File: config.mk
export PLATFORM = sky130hd
export DESIGN_NAME = keypad_scan_code_lock_core
export DESIGN_NICKNAME = d
export VERILOG_FILES = /design/src/sv/kscl_pkg.sv /design/src/sv/keypad_scan_code_lock_core.sv
export SDC_FILE = /design/constraint.sdc
export NUM_CORES = 1
export LEC_CHECK = 0
export BUFFER_PORTS_ARGS = -buffer_cell sky130_fd_sc_hd__buf_2
export CELL_PAD_IN_SITES_DETAIL_PLACEMENT = 1
export CELL_PAD_IN_SITES_GLOBAL_PLACEMENT = 2
export CORE_ASPECT_RATIO = 0.5
export CORE_MARGIN = 1
export CORE_UTILIZATION = 40
export CTS_CLUSTER_DIAMETER = 200
export DETAILED_ROUTE_END_ITERATION = 6
export GPL_ROUTABILITY_DRIVEN = 0
export PLACE_DENSITY = 0.89
export SLEW_MARGIN = 20
export SYNTH_ARGS = -nofsm -noshare
export SYNTH_HDL_FRONTEND = slang
export SYNTH_SLANG_ARGS = --single-unit
File: constraint.sdc
create_clock -name i_clk -period 4.5 [get_ports i_clk]
set_clock_uncertainty 0.15 [all_clocks]
set_input_delay 0.225 -clock i_clk [delete_from_list [all_inputs] [get_ports i_clk]]
set_output_delay 0.225 -clock i_clk [all_outputs]
set_load 0.03 [all_outputs]
File: src/sv/kscl_pkg.sv
// ---------------------------------------------------------------------------
// kscl_pkg
// Shared widths, codes and reset values for the keypad scan code lock.
// ---------------------------------------------------------------------------
`default_nettype none

package kscl_pkg;

    localparam int NUM_DIGITS   = 4;
    localparam int DIGIT_W      = 4;
    localparam int COL_W        = 3;
    localparam int ROW_W        = 4;
    localparam int COUNT_W      = 3;
    localparam int PW_W         = NUM_DIGITS * DIGIT_W;
    localparam int CFG_IDX_W    = 8;
    localparam int S_TDATA_W    = 8;
    localparam int M_TDATA_W    = 24;

    localparam logic [DIGIT_W-1:0] EMPTY_DIGIT = 4'd10;
    localparam logic [COUNT_W-1:0] FULL_COUNT  = 3'd4;
    localparam logic [COUNT_W-1:0] MAX_FAILS   = 3'd4;

    // Input word kind (tuser)
    localparam logic OP_TICK   = 1'b0;
    localparam logic OP_SAMPLE = 1'b1;

    // Verdict codes
    localparam logic [1:0] VERDICT_NONE   = 2'd0;
    localparam logic [1:0] VERDICT_ACCEPT = 2'd1;
    localparam logic [1:0] VERDICT_REJECT = 2'd2;

    // Configuration register indexes
    localparam logic [CFG_IDX_W-1:0] REG_PW_FIRST  = 8'd0;
    localparam logic [CFG_IDX_W-1:0] REG_PW_SECOND = 8'd1;
    localparam logic [CFG_IDX_W-1:0] REG_PW_THIRD  = 8'd2;
    localparam logic [CFG_IDX_W-1:0] REG_PW_FOURTH = 8'd3;

    localparam logic [PW_W-1:0] PW_FIRST_RST  = 16'h1234;
    localparam logic [PW_W-1:0] PW_SECOND_RST = 16'h2345;
    localparam logic [PW_W-1:0] PW_THIRD_RST  = 16'h3456;
    localparam logic [PW_W-1:0] PW_FOURTH_RST = 16'h4567;

    // Column drive phases (active low, bit0 right .. bit2 left)
    localparam logic [COL_W-1:0] COL_RESET  = 3'b000;
    localparam logic [COL_W-1:0] COL_LEFT   = 3'b011;
    localparam logic [COL_W-1:0] COL_MIDDLE = 3'b101;
    localparam logic [COL_W-1:0] COL_RIGHT  = 3'b110;

    typedef struct packed {
        logic               warning_on;
        logic [COUNT_W-1:0] failed_count;
        logic [1:0]         verdict;
        logic [COUNT_W-1:0] digits_held;
        logic               clear_pressed;
        logic [DIGIT_W-1:0] key_digit;
        logic               key_entered;
        logic [COL_W-1:0]   column_drive;
    } t_result;

    localparam int RESULT_W = $bits(t_result);

endpackage : kscl_pkg

`default_nettype wire

File: src/sv/keypad_scan_code_lock_core.sv
// ---------------------------------------------------------------------------
// keypad_scan_code_lock_core
// 3x4 matrix keypad scanner with a four-digit code lock.
// ---------------------------------------------------------------------------
// Usage:
//   Slave stream (s_*): one word per scan event. tuser = op (0 column tick,
//   1 row sample), tdata[3:0] = active-low rows. Every word gives exactly
//   one result word on the master stream (m_*).
//   Config channel (i_cfg_*): writes password registers 0..3 (four BCD
//   digits, first digit in the top nibble). Writes to other indexes are
//   dropped. o_cfg_ready is always high.
//   An accepted word's result is registered in the result register, or in the skid
//   register while that one waits. Throughput: one word per cycle while s_tready is
//   high, set by the single decode/compare pass between handshake and result register.
//   Stall: a two-entry output (result register plus skid register) keeps the
//   input open for one more word while the result waits; s_tready drops only
//   once both entries are full, and rises again the cycle after m_tready.
//   Reset (i_rst_n low, synchronous): all columns driven low, entry empty,
//   fail count and warning cleared, passwords back to 1234/2345/3456/4567,
//   output stream empty.
// ---------------------------------------------------------------------------
`default_nettype none

module keypad_scan_code_lock_core
    import kscl_pkg::*;
(
    input  wire                     i_clk,
    input  wire                     i_rst_n,

    input  wire                     s_tvalid,
    output logic                    s_tready,
    input  wire  [S_TDATA_W-1:0]    s_tdata,   // [3:0] rows, [7:4] zero
    input  wire                     s_tuser,   // [0] op

    output logic                    m_tvalid,
    input  wire                     m_tready,
    output logic [M_TDATA_W-1:0]    m_tdata,   // [2:0] column_drive, [3] key_entered,
                                               // [7:4] key_digit, [8] clear_pressed,
                                               // [11:9] digits_held, [13:12] verdict,
                                               // [16:14] failed_count, [17] warning_on,
                                               // [23:18] zero

    input  wire                     i_cfg_valid,
    output logic                    o_cfg_ready,
    input  wire  [CFG_IDX_W-1:0]    i_cfg_index,
    input  wire  [PW_W-1:0]         i_cfg_data
);

    // ---------------- state ----------------
    logic [PW_W-1:0]    r_pw [NUM_DIGITS];
    logic [COL_W-1:0]   r_col,   n_col;
    logic [DIGIT_W-1:0] r_dig [NUM_DIGITS];
    logic [DIGIT_W-1:0] n_dig [NUM_DIGITS];
    logic [COUNT_W-1:0] r_cnt,   n_cnt;
    logic [COUNT_W-1:0] r_fail,  n_fail;
    logic               r_warn,  n_warn;

    // output register and skid
    logic               r_out_valid, r_skid_valid;
    t_result            r_out, r_skid;
    t_result            n_res;

    logic               s_accept, m_pop, cfg_we;
    logic [ROW_W-1:0]   rows;

    assign o_cfg_ready = 1'b1;
    assign cfg_we      = i_cfg_valid;
    assign s_tready    = !r_skid_valid;
    assign s_accept    = s_tvalid && s_tready;
    assign m_pop       = r_out_valid && m_tready;
    assign m_tvalid    = r_out_valid;
    assign m_tdata     = {{(M_TDATA_W-RESULT_W){1'b0}}, r_out};
    assign rows        = s_tdata[ROW_W-1:0];

    // ---------------- single-pass decode and compare ----------------
    logic               cl, cm, cr, r1, r2, r3, r4;
    logic               got, star, store, match;
    logic [DIGIT_W-1:0] digit;
    logic [1:0]         sel;
    logic [PW_W-1:0]    pw;

    always_comb begin
        cr = !r_col[0];
        cm = !r_col[1];
        cl = !r_col[2];
        r1 = !rows[0];
        r2 = !rows[1];
        r3 = !rows[2];
        r4 = !rows[3];

        got   = 1'b1;
        star  = 1'b0;
        digit = '0;
        priority if (cl && r4) digit = 4'd1;
        else if (cm && r4)     digit = 4'd2;
        else if (cr && r4)     digit = 4'd3;
        else if (cl && r3)     digit = 4'd4;
        else if (cm && r3)     digit = 4'd5;
        else if (cr && r3)     digit = 4'd6;
        else if (cl && r2)     digit = 4'd7;
        else if (cm && r2)     digit = 4'd8;
        else if (cr && r2)     digit = 4'd9;
        else if (cl && r1) begin
            star = 1'b1;
            got  = 1'b0;
        end
        else if (cm && r1)     digit = 4'd0;
        else                   got   = 1'b0;

        // next column phase for a tick
        priority if (r_col[2] == 1'b0) n_col = COL_RIGHT;
        else if (r_col[0] == 1'b0)     n_col = COL_MIDDLE;
        else if (r_col[1] == 1'b0)     n_col = COL_LEFT;
        else                           n_col = {1'b0, r_col[1:0]};

        n_dig = r_dig;
        n_cnt = r_cnt;
        n_fail = r_fail;
        n_warn = r_warn;
        store = 1'b0;
        match = 1'b0;
        sel = (r_fail < 3'd3) ? r_fail[1:0] : 2'd3;
        pw  = r_pw[sel];

        n_res               = '0;
        n_res.column_drive  = r_col;

        if (s_tuser == OP_TICK) begin
            n_res.column_drive = n_col;
        end else begin
            n_col = r_col;
            if (star) begin
                for (int k = 0; k < NUM_DIGITS; k++) n_dig[k] = EMPTY_DIGIT;
                n_cnt = '0;
            end else if (got && r_cnt < FULL_COUNT) begin
                n_dig[r_cnt[1:0]] = digit;
                n_cnt = r_cnt + 3'd1;
                store = 1'b1;
            end

            n_res.verdict = VERDICT_NONE;
            if (n_cnt >= FULL_COUNT) begin
                match = 1'b1;
                for (int k = 0; k < NUM_DIGITS; k++) begin
                    if (n_dig[k] != pw[PW_W-1-DIGIT_W*k -: DIGIT_W]) match = 1'b0;
                end
                if (match) begin
                    n_fail = '0;
                    n_warn = 1'b0;
                    n_res.verdict = VERDICT_ACCEPT;
                end else begin
                    if (r_fail < MAX_FAILS) n_fail = r_fail + 3'd1;
                    if (n_fail >= MAX_FAILS) n_warn = 1'b1;
                    n_res.verdict = VERDICT_REJECT;
                end
                for (int k = 0; k < NUM_DIGITS; k++) n_dig[k] = EMPTY_DIGIT;
                n_cnt = '0;
            end

            n_res.key_entered   = store;
            n_res.key_digit     = digit;
            n_res.clear_pressed = star;
        end

        n_res.digits_held  = n_cnt;
        n_res.failed_count = n_fail;
        n_res.warning_on   = n_warn;
    end

    // ---------------- lock state ----------------
    always_ff @(posedge i_clk) begin
        if (!i_rst_n) begin
            r_col  <= COL_RESET;
            r_cnt  <= '0;
            r_fail <= '0;
            r_warn <= 1'b0;
            for (int k = 0; k < NUM_DIGITS; k++) r_dig[k] <= EMPTY_DIGIT;
        end else if (s_accept) begin
            r_col  <= n_col;
            r_cnt  <= n_cnt;
            r_fail <= n_fail;
            r_warn <= n_warn;
            r_dig  <= n_dig;
        end
    end

    // ---------------- password registers ----------------
    always_ff @(posedge i_clk) begin
        if (!i_rst_n) begin
            r_pw[0] <= PW_FIRST_RST;
            r_pw[1] <= PW_SECOND_RST;
            r_pw[2] <= PW_THIRD_RST;
            r_pw[3] <= PW_FOURTH_RST;
        end else if (cfg_we) begin
            unique case (i_cfg_index)
                REG_PW_FIRST:  r_pw[0] <= i_cfg_data;
                REG_PW_SECOND: r_pw[1] <= i_cfg_data;
                REG_PW_THIRD:  r_pw[2] <= i_cfg_data;
                REG_PW_FOURTH: r_pw[3] <= i_cfg_data;
                default: ;  // unknown index: dropped
            endcase
        end
    end

    // ---------------- result register + skid ----------------
    always_ff @(posedge i_clk) begin
        if (!i_rst_n) begin
            r_out_valid  <= 1'b0;
            r_skid_valid <= 1'b0;
        end else if (r_skid_valid) begin
            if (m_pop) begin
                r_out_valid  <= 1'b1;
                r_skid_valid <= 1'b0;
            end
        end else if (s_accept) begin
            if (!r_out_valid || m_pop) begin
                r_out_valid <= 1'b1;
            end else begin
                r_skid_valid <= 1'b1;
            end
        end else if (m_pop) begin
            r_out_valid <= 1'b0;
        end
    end

    always_ff @(posedge i_clk) begin
        if (r_skid_valid) begin
            if (m_pop) r_out <= r_skid;
        end else if (s_accept) begin
            if (!r_out_valid || m_pop) r_out  <= n_res;
            else                       r_skid <= n_res;
        end
    end

endmodule : keypad_scan_code_lock_core

`default_nettype wire

==> results of run 1 <==
[placed cells by master, fill, tap and decap left out, types with 10 or more instances in the layout]
cell / netlist / final
inv_1: 16 / 16
nand2b_1: 10 / 10
dlygate4sd3_1: 0 / 18
dfxtp_1: 28 / 28
buf_2: 6 / 53
nand2_1: 45 / 45
nor3_1: 12 / 11
buf_4: 7 / 10
a21oi_1: 26 / 26
or3_1: 29 / 29
and2_1: 44 / 44
edfxtp_1: 100 / 100
nor2_1: 36 / 36
mux4_2: 16 / 16
clkbuf_16: 0 / 17
o21ai_0: 23 / 19
[stage by stage]
stage	instances	hold slack (ns)	worst slack [ns]	power, mW
2_1_floorplan	578	0.220	1.25	1.56
3_3_place_gp	824	0.279	0.619	1.64
3_5_place_dp	824	0.289	0.524	1.65
4_1_cts	874	0.0825	0.501	3.06
5_1_grt	874	0.107	0.313	3.14
6_report	874	0.103	0.522	3.05
[sequential cells by signal, indices dropped and copies added (netlist names)]
register and cells:
m_tdata 18, m_tvalid 1, r_cnt 3, r_col 3, r_dig 16, r_fail 3, r_pw 64, r_skid 18
r_skid_valid 1, r_warn 1
[timing repair]
action | in CTS | in global routing
hold endpoints to repair | 51 | 0
resized for setup | 0 | 0
setup endpoints to repair | 0 | 0
hold buffers | 18 | 0
setup buffers | 0 | 0
[per-layer routing]
metal / wire (um) / part of all wire / up-vias
met5: 0 / 0 / -
met4: 369 / 0.020 / 0
met3: 1080 / 0.060 / 30
met2: 8560 / 0.47 / 164
met1: 8010 / 0.44 / 2426
li1: - / - / 2284
[cell type report]
class / instances / share of cell area
clock inverters: 15 / 0.0207
multi-input cells: 396 / 0.353
well taps: 221 / 0.0357
repair buffers: 81 / 0.0673
clock buffers: 17 / 0.0550
inverters: 16 / 0.00776
flip-flops and latches: 128 / 0.461
[worst max path at each step]
stage | start | endpoint | slack (ns) | depth (start not counted)
after global placement | r_fail[2] | m_tdata[17] | 0.62 | 9
final | r_fail[0] | m_tdata[16] | 0.52 | 9
after detailed placement | r_fail[2] | m_tdata[16] | 0.52 | 9
after floorplan | r_fail[2] | r_skid[14] | 1.25 | 12
after global routing | r_fail[2] | m_tdata[16] | 0.31 | 9
after CTS | r_fail[0] | m_tdata[16] | 0.50 | 9
[power by group]
group          total (mW)  switching (mW)  internal (mW)
Sequential           1.36          0.0286           1.33
Clock                1.41           0.584          0.822
Combinational       0.284           0.185         0.0989
Total                3.05           0.797           2.25
[logic make-up (layout without fill, tap and decap cells)]
family / count (synthesis) / count (layout) / share of synthesized area
simple gates: 226 / 226 / 0.188
flops: 128 / 128 / 0.547
compound gates: 126 / 126 / 0.132
buf+inv: 54 / 129 / 0.0409
mux: 28 / 28 / 0.0756
fa+ha+maj: 6 / 6 / 0.0115
xor+xnor: 3 / 3 / 0.00403
other cells: 2 / 7 / 0.00115
[cells in the mapped netlist, types with 4 or more instances]
cell,count,area share
nor4_1,5,0.0048
buf_4,7,0.0081
o211ai_1,7,0.0081
ha_1,6,0.012
nor2b_1,9,0.0086
nand2_1,45,0.026
buf_6,4,0.0069
inv_1,16,0.0092
or3_1,29,0.028
nand2b_1,10,0.0096
o31ai_1,9,0.010
a21boi_0,8,0.0092
nand4_1,5,0.0048
mux2_2,8,0.014
buf_2,6,0.0046
clkbuf_1,21,0.012
o22ai_1,9,0.0086
mux4_2,16,0.055
edfxtp_1,100,0.46
nor2_1,36,0.021
nor3b_1,4,0.0046
o21ai_0,23,0.018
dfxtp_1,28,0.086
and3_1,4,0.0038
a21oi_1,26,0.020
nor3_1,12,0.0092
nand3_1,8,0.0061
and2_1,44,0.042
==> impl_results.html, run 1 <==
<table>
<tr><th>Metric</th><th>Value</th></tr>
<tr><th colspan="2">Status</th></tr>
<tr><td>Status</td><td>completed</td></tr>
<tr><th colspan="2">Floorplan</th></tr>
<tr><td>Die footprint</td><td>0.0168 mm^2</td></tr>
<tr><td>Std cell rows</td><td>32</td></tr>
<tr><td>Number of top-level design ports</td><td>65</td></tr>
<tr><td>Die width</td><td>183 um</td></tr>
<tr><td>Core area</td><td>0.0157 mm^2</td></tr>
<tr><td>Initial cell density of the core</td><td>0.416</td></tr>
<tr><td>Vertical extent of the die</td><td>92.3 um</td></tr>
<tr><th colspan="2">Place</th></tr>
<tr><td>Input/output buffers</td><td>53</td></tr>
<tr><td>Final HPWL from detailed placement</td><td>11.9 mm</td></tr>
<tr><td>Area post-placement</td><td>0.00697 mm^2</td></tr>
<tr><th colspan="2">Finish</th></tr>
<tr><td>Number of inserted filler cells in the final layout</td><td>1705</td></tr>
<tr><td>Cell area after layout</td><td>0.00773 mm^2</td></tr>
<tr><td>Area of the multi-input gates</td><td>0.00273 mm^2</td></tr>
<tr><td>Share of final-layout standard cells stronger than drive strength 1</td><td>0.207</td></tr>
<tr><td>Sequential standard cell area</td><td>0.00356 mm^2</td></tr>
<tr><td>Layout area overhead</td><td>18.6%</td></tr>
<tr><td>Final standard cell utilization of the core</td><td>0.494</td></tr>
<tr><td>Antenna Diode Count</td><td>0</td></tr>
<tr><td>Net count, final</td><td>684</td></tr>
<tr><th colspan="2">Detailed routing</th></tr>
<tr><td>Total DRC errors in the routed layout</td><td>0</td></tr>
<tr><td>Iteration-0 DRC Markers</td><td>295</td></tr>
<tr><td>Total via count in the routed design</td><td>4904</td></tr>
<tr><td>Routed wire length</td><td>18.0 mm</td></tr>
<tr><td>Wire length per cell</td><td>20.6 um</td></tr>
<tr><td>Count of antenna-violating nets left after detailed routing</td><td>0</td></tr>
<tr><td>Ratio of routed vias to standard cells</td><td>5.61</td></tr>
<tr><td>Detailed-routing iteration count for the pre-antenna-repair pass</td><td>4</td></tr>
<tr><th colspan="2">Global route</th></tr>
<tr><td>Met3 layer usage reported by global route</td><td>0.0461</td></tr>
<tr><td>Busiest layer in global routing</td><td>met2</td></tr>
<tr><td>Pin count of the biggest net entering global routing</td><td>34</td></tr>
<tr><td>Met2 layer usage reported by global route</td><td>0.388</td></tr>
<tr><td>Overflow left after global routing</td><td>0</td></tr>
<tr><td>Initial antenna violation count</td><td>0</td></tr>
<tr><td>Number of global-route vias before repair</td><td>5218</td></tr>
<tr><td>Wire length of the first global-routing pass</td><td>29.0 mm</td></tr>
<tr><td>GR Util All Layers</td><td>0.232</td></tr>
<tr><td>M1 GR Usage</td><td>0.295</td></tr>
<tr><th colspan="2">Worst hold path</th></tr>
<tr><td>Number of cells on the worst hold path</td><td>2</td></tr>
<tr><td>Launch point of the worst hold path</td><td>s_tuser</td></tr>
<tr><td>Worst hold-check path type</td><td>in2reg</td></tr>
<tr><td>WHS Endpoint</td><td>r_skid[11]</td></tr>
<tr><th colspan="2">STA</th></tr>
<tr><td>Count of pins over their slew limit</td><td>0</td></tr>
<tr><td>Worst Tran Pin Value</td><td>1.03 ns</td></tr>
<tr><td>Worst rel slew slack</td><td>0.313</td></tr>
<tr><td>Hold Violations, Final</td><td>0</td></tr>
<tr><td>Period utilisation layout</td><td>0.884</td></tr>
<tr><td>Setup repair after global routing missed its margin</td><td>false</td></tr>
<tr><td>Maximum clock frequency</td><td>251 MHz</td></tr>
<tr><td># setup viols final</td><td>0</td></tr>
<tr><td>Crit path time final</td><td>3.98 ns</td></tr>
<tr><td>Setup TNS</td><td>0 ns</td></tr>
<tr><th colspan="2">Synthesis</th></tr>
<tr><td>Cell area after technology mapping</td><td>0.00652 mm^2</td></tr>
<tr><td>Share of synthesized flip-flops with an asynchronous set or reset</td><td>0</td></tr>
<tr><td>Count of flip-flops with a built-in enable after synthesis</td><td>100</td></tr>
<tr><td>Mean instance size in the synthesized netlist</td><td>11.4 um^2</td></tr>
<tr><td>Synthesized flop and latch total</td><td>128</td></tr>
<tr><td>Top flip-flop cell by instance count after synthesis</td><td>edfxtp_1</td></tr>
<tr><td>Synth warn</td><td>0</td></tr>
<tr><td>Fraction of the yosys area taken by sequential cells</td><td>0.547</td></tr>
<tr><td>Number of distinct standard cells referenced by the synthesized netlist</td><td>70</td></tr>
<tr><td>Number of cells produced by synthesis</td><td>573</td></tr>
<tr><th colspan="2">Critical path</th></tr>
<tr><td>CP bufs+invs</td><td>2</td></tr>
<tr><td>Data required time at the worst endpoint</td><td>4.47 ns</td></tr>
<tr><td>Capturing element type of the critical path</td><td>flop</td></tr>
<tr><td>Cell Chain, Critical Path</td><td>inv_1 &gt; ha_1 &gt; buf_4 &gt; mux4_2 &gt; a32o_1 &gt; a2111o_1 &gt; or4_4 &gt; nor3_4 &gt; a221oi_1</td></tr>
<tr><td>Launching point of the worst reg2reg path</td><td>r_fail[0]</td></tr>
<tr><td>Internal reg-to-reg setup slack</td><td>0.52 ns</td></tr>
<tr><td>Critical setup path kind</td><td>reg2reg</td></tr>
<tr><td>Largest fanout on the critical path</td><td>15</td></tr>
<tr><td>Arr. time, crit path</td><td>3.95 ns</td></tr>
<tr><td>Cell depth of the worst flop-to-flop path</td><td>9</td></tr>
<tr><td>Endpoint of the worst register-to-register path</td><td>m_tdata[16]</td></tr>
<tr><td>Crit path largest cell delay</td><td>0.55 ns</td></tr>
<tr><td>CP startpoint kind</td><td>flop</td></tr>
<tr><td>CP max-delay cell</td><td>mux4_2</td></tr>
<tr><td>Delay-heaviest family, CP</td><td>simple AND/OR/NAND/NOR gates</td></tr>
<tr><th colspan="2">Power</th></tr>
<tr><td>Leakage power</td><td>2.81 nW</td></tr>
<tr><td>Power per cell area</td><td>394 mW/mm^2</td></tr>
<tr><td>Largest vdd supply drop</td><td>239 uV</td></tr>
<tr><th colspan="2">Clocking</th></tr>
<tr><td>Root Buffer Master</td><td>clkbuf_16</td></tr>
<tr><td>Total clock sinks</td><td>128</td></tr>
<tr><td>Clock latency of the later-clocked register in the worst-skew pair</td><td>0.42 ns</td></tr>
<tr><td>TritonCTS clock tree</td><td>yes</td></tr>
<tr><td>Number of buffers on the longest clock path</td><td>2</td></tr>
<tr><td>Clock-pin slew on the worst setup and hold paths</td><td>0.06 ns</td></tr>
<tr><td>Number of H-tree levels</td><td>4</td></tr>
<tr><td>Number of buffers inserted during clock tree synthesis</td><td>17</td></tr>
<tr><th colspan="2">Job</th></tr>
<tr><td>Total of max-cap violations</td><td>0</td></tr>
</table>
Power figures use the tool's default switching activity.
==> inputs of run 2 (changes only) <==
--- a/config.mk
+++ b/config.mk
@@ -14,7 +14,7 @@
 export CTS_CLUSTER_DIAMETER = 200
 export DETAILED_ROUTE_END_ITERATION = 6
 export GPL_ROUTABILITY_DRIVEN = 0
-export PLACE_DENSITY = 0.89
+export PLACE_DENSITY_LB_ADDON = 0.1
 export SLEW_MARGIN = 20
 export SYNTH_ARGS = -nofsm -noshare
 export SYNTH_HDL_FRONTEND = slang
==> run 2 against run 1 <==
Against the previous run: critical path depth grew 2; via count shrank 2.3%; routed wire length shrank 3.9%; fmax up 2.8%; final area is 0.95% higher.
==> impl_results.html, run 2 (synthesis results as in run 1) <==
<table>
<tr><th>Metric</th><th>Value</th></tr>
<tr><th colspan="2">Status</th></tr>
<tr><td>Status</td><td>completed</td></tr>
<tr><th colspan="2">Power</th></tr>
<tr><td>Largest vdd supply drop</td><td>260 uV</td></tr>
<tr><td>Power per cell area</td><td>402 mW/mm^2</td></tr>
<tr><td>Leakage power</td><td>2.87 nW</td></tr>
<tr><th colspan="2">Global route</th></tr>
<tr><td>Overflow left after global routing</td><td>0</td></tr>
<tr><td>GR Util All Layers</td><td>0.220</td></tr>
<tr><td>Number of global-route vias before repair</td><td>4911</td></tr>
<tr><td>Pin count of the biggest net entering global routing</td><td>34</td></tr>
<tr><td>Wire length of the first global-routing pass</td><td>27.6 mm</td></tr>
<tr><td>Initial antenna violation count</td><td>0</td></tr>
<tr><th colspan="2">Floorplan</th></tr>
<tr><td>Initial cell density of the core</td><td>0.416</td></tr>
<tr><td>Vertical extent of the die</td><td>92.3 um</td></tr>
<tr><td>Core area</td><td>0.0157 mm^2</td></tr>
<tr><td>Die width</td><td>183 um</td></tr>
<tr><td>Die footprint</td><td>0.0168 mm^2</td></tr>
<tr><td>Std cell rows</td><td>32</td></tr>
<tr><td>Number of top-level design ports</td><td>65</td></tr>
<tr><th colspan="2">Critical path</th></tr>
<tr><td>Critical setup path kind</td><td>reg2reg</td></tr>
<tr><td>Launching point of the worst reg2reg path</td><td>r_fail[0]</td></tr>
<tr><td>Arr. time, crit path</td><td>3.83 ns</td></tr>
<tr><td>Crit path largest cell delay</td><td>0.57 ns</td></tr>
<tr><td>Cell Chain, Critical Path</td><td>inv_1 &gt; ha_1 &gt; buf_4 &gt; mux4_2 &gt; o211ai_1 &gt; mux2i_1 &gt; a2111oi_0 &gt; nand4_1 &gt; nor3_4 &gt; buf_4 &gt; o41ai_1</td></tr>
<tr><td>Cell depth of the worst flop-to-flop path</td><td>11</td></tr>
<tr><td>CP startpoint kind</td><td>flop</td></tr>
<tr><td>CP max-delay cell</td><td>mux4_2</td></tr>
<tr><td>Internal reg-to-reg setup slack</td><td>0.63 ns</td></tr>
<tr><td>Endpoint of the worst register-to-register path</td><td>m_tdata[14]</td></tr>
<tr><td>Capturing element type of the critical path</td><td>flop</td></tr>
<tr><td>Largest fanout on the critical path</td><td>16</td></tr>
<tr><td>Data required time at the worst endpoint</td><td>4.46 ns</td></tr>
<tr><td>Cell mode on critical path</td><td>buf_4</td></tr>
<tr><th colspan="2">Detailed routing</th></tr>
<tr><td>Detailed-routing iteration count for the pre-antenna-repair pass</td><td>4</td></tr>
<tr><td>Wire length per cell</td><td>19.7 um</td></tr>
<tr><td>Ratio of routed vias to standard cells</td><td>5.44</td></tr>
<tr><td>Iteration-0 DRC Markers</td><td>281</td></tr>
<tr><td>Count of antenna-violating nets left after detailed routing</td><td>0</td></tr>
<tr><td>Routed wire length</td><td>17.3 mm</td></tr>
<tr><td>Total DRC errors in the routed layout</td><td>0</td></tr>
<tr><td>Total via count in the routed design</td><td>4791</td></tr>
<tr><th colspan="2">STA</th></tr>
<tr><td>Worst Tran Pin Value</td><td>0.910 ns</td></tr>
<tr><td>Setup TNS</td><td>0 ns</td></tr>
<tr><td>Worst setup slack after layout</td><td>0.629 ns</td></tr>
<tr><td># setup viols final</td><td>0</td></tr>
<tr><td>Hold Violations, Final</td><td>0</td></tr>
<tr><td>Crit path time final</td><td>3.87 ns</td></tr>
<tr><td>Count of pins over their slew limit</td><td>0</td></tr>
<tr><td>Final worst hold slack</td><td>0.0222 ns</td></tr>
<tr><td>Worst rel slew slack</td><td>0.391</td></tr>
<tr><td>Period utilisation layout</td><td>0.860</td></tr>
<tr><td>Setup repair after global routing missed its margin</td><td>false</td></tr>
<tr><td>Maximum clock frequency</td><td>258 MHz</td></tr>
<tr><th colspan="2">Worst hold path</th></tr>
<tr><td>Worst hold-check path type</td><td>in2reg</td></tr>
<tr><td>Number of cells on the worst hold path</td><td>2</td></tr>
<tr><td>Launch point of the worst hold path</td><td>i_cfg_data[11]</td></tr>
<tr><td>WHS Endpoint</td><td>r_pw[2][11]</td></tr>
<tr><th colspan="2">Clocking</th></tr>
<tr><td>Total clock sinks</td><td>128</td></tr>
<tr><td>Number of setup buffers added after CTS</td><td>0</td></tr>
<tr><td>Number of gates given a new drive strength after cts</td><td>0</td></tr>
<tr><td>Root Buffer Master</td><td>clkbuf_16</td></tr>
<tr><td>TritonCTS clock tree</td><td>yes</td></tr>
<tr><td>Number of buffers on the longest clock path</td><td>2</td></tr>
<tr><td>Number of buffers inserted during clock tree synthesis</td><td>17</td></tr>
<tr><td>Clock-pin slew on the worst setup and hold paths</td><td>0.06 ns</td></tr>
<tr><td>Number of H-tree levels</td><td>4</td></tr>
<tr><td>Clock latency of the later-clocked register in the worst-skew pair</td><td>0.41 ns</td></tr>
<tr><td>Hold buffer count at CTS</td><td>17</td></tr>
<tr><th colspan="2">Finish</th></tr>
<tr><td>Number of inserted filler cells in the final layout</td><td>1707</td></tr>
<tr><td>Most flop-heavy register</td><td>r_pw</td></tr>
<tr><td>Layout area overhead</td><td>19.8%</td></tr>
<tr><td>Antenna Diode Count</td><td>0</td></tr>
<tr><td>Leading cell type in the layout, fill and taps excluded</td><td>edfxtp_1</td></tr>
<tr><td>Net count, final</td><td>690</td></tr>
<tr><td>Share of final-layout standard cells stronger than drive strength 1</td><td>0.209</td></tr>
<tr><td>Number of flip-flops under the largest register name</td><td>64</td></tr>
<tr><td>Commonest cells after routing, fill and taps aside</td><td>100 x edfxtp_1, 53 x buf_2, 45 x nand2_1, 44 x and2_1, 36 x nor2_1</td></tr>
<tr><th colspan="2">Place</th></tr>
<tr><td>Final HPWL from detailed placement</td><td>11.6 mm</td></tr>
<tr><td>Input/output buffers</td><td>53</td></tr>
<tr><td>DP Worst Slack</td><td>0.651 ns</td></tr>
<tr><th colspan="2">Job</th></tr>
<tr><td>Total of max-cap violations</td><td>0</td></tr>
</table>
-- run 2: cell count changes in the layout (fill, tap and decap cells not counted) --
cell | previous run | this run
buf_4 | 10 | 17
o21ai_1 | 2 | 6
o21ai_2 | 4 | 0
clkinvlp_4 | 4 | 1
bufinv_16 | 2 | 4
clkbuf_1 | 0 | 1
clkinv_1 | 1 | 0
dlygate4sd3_1 | 18 | 17
inv_6 | 4 | 5
-- run 2: per-stage QoR --
stage | std cells | utilization | power (mW) | instance area (um^2)
floorplan | 578 | - | 1.56 | 6540
global placement | 831 | 0.448 | 1.65 | 7010
detailed placement | 831 | 0.448 | 1.66 | 7010
CTS | 880 | 0.499 | 3.17 | 7810
global route | 880 | 0.499 | 3.25 | 7810
finish | 880 | 0.499 | 3.14 | 7810
-- run 2: cell type report --
class,count,area (um^2),area share
flip-flops and latches,128,3560,0.456
multi-input cells,396,2710,0.348
repair buffers,87,563,0.0721
clock buffers,18,429,0.0550
well taps,221,277,0.0354
clock inverters,14,203,0.0260
inverters,16,60.1,0.00769
-- run 2: worst max-delay path by stage --
stage          slack (ns)       from          end
3_5_place_dp         0.65  r_fail[0]  m_tdata[14]
4_1_cts              0.60  r_fail[2]  m_tdata[14]
6_report             0.63  r_fail[0]  m_tdata[14]
3_3_place_gp         0.69  r_fail[2]  m_tdata[14]
5_1_grt              0.34  r_fail[0]  m_tdata[14]
2_1_floorplan        1.25  r_fail[2]   r_skid[14]
-- run 2: power by group --
group          internal, mW  switching [mW]  leakage [nW]
clock                 0.938           0.557         0.306
sequential             1.33          0.0236          1.21
combinational         0.102           0.186          1.36
total                  2.37           0.766          2.87
-- run 2: worst max-delay path, delay by kind of cell (launching register included) --
family          cells  cell delay (ns)
mux                 2             0.66
buf+inv             3             0.66
fa+ha+maj           1             0.52
simple gates        2             0.53
flops               1             0.34
compound gates      3             0.70
-- run 2: per-layer routing --
layer,vias up,global-route usage,share of wire
met4,0,0.0497,0.0093
met3,11,0.0473,0.040
met1,2374,0.297,0.49
met5,-,0,0
met2,119,0.363,0.46
li1,2287,-,-
==> inputs of run 3 (changes only) <==
--- a/config.mk
+++ b/config.mk
@@ -15,6 +15,7 @@
 export DETAILED_ROUTE_END_ITERATION = 6
 export GPL_ROUTABILITY_DRIVEN = 0
 export PLACE_DENSITY_LB_ADDON = 0.1
+export RECOVER_POWER = 25
 export SLEW_MARGIN = 20
 export SYNTH_ARGS = -nofsm -noshare
 export SYNTH_HDL_FRONTEND = slang
==> run 3 against run 2 <==
Against the previous run: core utilization shrank 0.22 points; sequential share of layout area grew 0.21 points; die area is the same; sequential power is essentially flat; critical endpoint unchanged; largest cell class unchanged; highest routed layer unchanged.
==> impl_results.html, run 3 (synthesis results as in run 1) <==
<table>
<tr><th>Metric</th><th>Value</th></tr>
<tr><th colspan="2">Finish</th></tr>
<tr><td>Most flop-heavy register</td><td>r_pw</td></tr>
<tr><td>Share of final-layout standard cells stronger than drive strength 1</td><td>0.176</td></tr>
<tr><td>Number of flip-flops under the largest register name</td><td>64</td></tr>
<tr><td>Final standard cell utilization of the core</td><td>0.497</td></tr>
<tr><td>Cell area after layout</td><td>0.00777 mm^2</td></tr>
<tr><td>Leading cell type in the layout, fill and taps excluded</td><td>edfxtp_1</td></tr>
<tr><td>Number of inserted filler cells in the final layout</td><td>1722</td></tr>
<tr><td>Commonest cells after routing, fill and taps aside</td><td>100 x edfxtp_1, 45 x nand2_1, 44 x and2_1, 36 x nor2_1, 34 x buf_2</td></tr>
<tr><td>Antenna Diode Count</td><td>0</td></tr>
<tr><td>Net count, final</td><td>690</td></tr>
<tr><td>Layout area overhead</td><td>19.2%</td></tr>
<tr><th colspan="2">Detailed routing</th></tr>
<tr><td>Iteration-0 DRC Markers</td><td>300</td></tr>
<tr><td>Wire length per cell</td><td>19.7 um</td></tr>
<tr><td>Routed wire length</td><td>17.3 mm</td></tr>
<tr><td>Ratio of routed vias to standard cells</td><td>5.42</td></tr>
<tr><td>Total DRC errors in the routed layout</td><td>0</td></tr>
<tr><td>Detailed-routing iteration count for the pre-antenna-repair pass</td><td>4</td></tr>
<tr><td>Count of antenna-violating nets left after detailed routing</td><td>0</td></tr>
<tr><td>Total via count in the routed design</td><td>4770</td></tr>
<tr><th colspan="2">Clocking</th></tr>
<tr><td>Clock latency of the later-clocked register in the worst-skew pair</td><td>0.41 ns</td></tr>
<tr><td>Number of H-tree levels</td><td>4</td></tr>
<tr><td>Number of gates given a new drive strength after cts</td><td>0</td></tr>
<tr><td>Clock-pin slew on the worst setup and hold paths</td><td>0.07 ns</td></tr>
<tr><td>Total clock sinks</td><td>128</td></tr>
<tr><td>Number of buffers on the longest clock path</td><td>2</td></tr>
<tr><td>TritonCTS clock tree</td><td>yes</td></tr>
<tr><td>Number of buffers inserted during clock tree synthesis</td><td>17</td></tr>
<tr><td>Root Buffer Master</td><td>clkbuf_16</td></tr>
<tr><th colspan="2">Global route</th></tr>
<tr><td>Number of global-route vias before repair</td><td>4911</td></tr>
<tr><td>Pin count of the biggest net entering global routing</td><td>34</td></tr>
<tr><td>Initial antenna violation count</td><td>0</td></tr>
<tr><td>Overflow left after global routing</td><td>0</td></tr>
<tr><td>GR Util All Layers</td><td>0.220</td></tr>
<tr><td>Wire length of the first global-routing pass</td><td>27.6 mm</td></tr>
<tr><th colspan="2">STA</th></tr>
<tr><td>Setup TNS</td><td>0 ns</td></tr>
<tr><td>Maximum clock frequency</td><td>253 MHz</td></tr>
<tr><td>Setup repair after global routing missed its margin</td><td>false</td></tr>
<tr><td># setup viols final</td><td>0</td></tr>
<tr><td>Worst rel slew slack</td><td>0.300</td></tr>
<tr><td>Hold Violations, Final</td><td>0</td></tr>
<tr><td>Period utilisation layout</td><td>0.878</td></tr>
<tr><td>Crit path time final</td><td>3.95 ns</td></tr>
<tr><td>Worst Tran Pin Value</td><td>1.05 ns</td></tr>
<tr><td>Count of pins over their slew limit</td><td>0</td></tr>
<tr><td>Final worst hold slack</td><td>0.0304 ns</td></tr>
<tr><th colspan="2">Critical path</th></tr>
<tr><td>CP startpoint kind</td><td>flop</td></tr>
<tr><td>Critical setup path kind</td><td>reg2reg</td></tr>
<tr><td>Arr. time, crit path</td><td>3.94 ns</td></tr>
<tr><td>Data required time at the worst endpoint</td><td>4.49 ns</td></tr>
<tr><td>Capturing element type of the critical path</td><td>flop</td></tr>
<tr><td>Largest fanout on the critical path</td><td>16</td></tr>
<tr><th colspan="2">Power</th></tr>
<tr><td>Largest vdd supply drop</td><td>256 uV</td></tr>
<tr><td>Leakage power</td><td>2.80 nW</td></tr>
<tr><td>Power per cell area</td><td>402 mW/mm^2</td></tr>
<tr><th colspan="2">Floorplan</th></tr>
<tr><td>Number of top-level design ports</td><td>65</td></tr>
<tr><td>Initial cell density of the core</td><td>0.416</td></tr>
<tr><td>Vertical extent of the die</td><td>92.3 um</td></tr>
<tr><td>Core area</td><td>0.0157 mm^2</td></tr>
<tr><td>Die width</td><td>183 um</td></tr>
<tr><td>Std cell rows</td><td>32</td></tr>
<tr><td>Die footprint</td><td>0.0168 mm^2</td></tr>
<tr><th colspan="2">Place</th></tr>
<tr><td>Area post-placement</td><td>0.00701 mm^2</td></tr>
<tr><td>Final HPWL from detailed placement</td><td>11.6 mm</td></tr>
<tr><td>Input/output buffers</td><td>53</td></tr>
<tr><th colspan="2">Status</th></tr>
<tr><td>Status</td><td>completed</td></tr>
<tr><th colspan="2">Worst hold path</th></tr>
<tr><td>Worst hold-check path type</td><td>in2reg</td></tr>
<tr><th colspan="2">Job</th></tr>
<tr><td>Total of max-cap violations</td><td>0</td></tr>
</table>
[run 3: changes by cell type in the layout (fill, tap and decap cells not counted)]
cell      change
clkbuf_1     +22
buf_2        -19
buf_4         -3
o21ai_0       +1
o21ai_1       -1
[run 3: area by class of cell]
class | instances | area (um^2) | share of cell area
Multi-Input combinational cell | 396 | 2710 | 0.349
Inverter | 16 | 60.1 | 0.00773
Clock inverter | 14 | 203 | 0.0261
Timing Repair Buffer | 87 | 528 | 0.0679
Tap cell | 221 | 277 | 0.0356
Sequential cell | 128 | 3560 | 0.458
Clock buffer | 18 | 429 | 0.0552
[run 3: critical path: stages (launching register included)]
cell and delay [ns]:
dfxtp_1 0.34, clkbuf_1 0.47, and3_2 0.37, o21a_2 0.38
nor2_1 0.19, mux2_2 0.33, o2111a_1 0.13, o32ai_1 0.52
nor3_4 0.06, buf_4 0.21, o41ai_1 0.50
[run 3: path summary, 6_finish.rpt]
kind | depth (start not counted) | startpoint | slack [ns] | to
max | 10 | r_col[2] | 0.55 | m_tdata[14]
min | 2 | i_cfg_data[11] | 0.03 | r_pw[0][11]
max reg2reg | 10 | r_col[2] | 0.55 | m_tdata[14]
min reg2reg | 2 | r_dig[2] | 0.30 | r_dig[2]
[run 3: power by group]
group	leakage [nW]	switching [mW]	internal, mW
logic	1.29	0.186	0.0967
clock network	0.306	0.553	0.939
registers	1.21	0.0242	1.33
total	2.80	0.762	2.37
[run 3: repair_timing]
action / 4_1_cts / 5_1_grt
hold endpoints to repair: 52 / 0
hold buffers: 17 / 0
setup buffers: 0 / 0
setup endpoints to repair: 0 / 0
[run 3: per-layer routing]
metal | global-route usage | vias up | wire length [um]
met5 | 0 | - | 0
li1 | - | 2288 | -
met2 | 0.363 | 117 | 8100
met1 | 0.297 | 2357 | 8420
met4 | 0.0497 | 0 | 131
met3 | 0.0473 | 8 | 680
[run 3: stage by stage]
| step | instances | total power, mW | setup slack (ns) |
|---|---|---|---|
| global route | 880 | 3.24 | 0.336 |
| finish | 880 | 3.13 | 0.551 |
| global placement | 831 | 1.65 | 0.694 |
| detailed placement | 831 | 1.66 | 0.651 |
| CTS | 880 | 3.17 | 0.601 |
| floorplan | 578 | 1.56 | 1.25 |
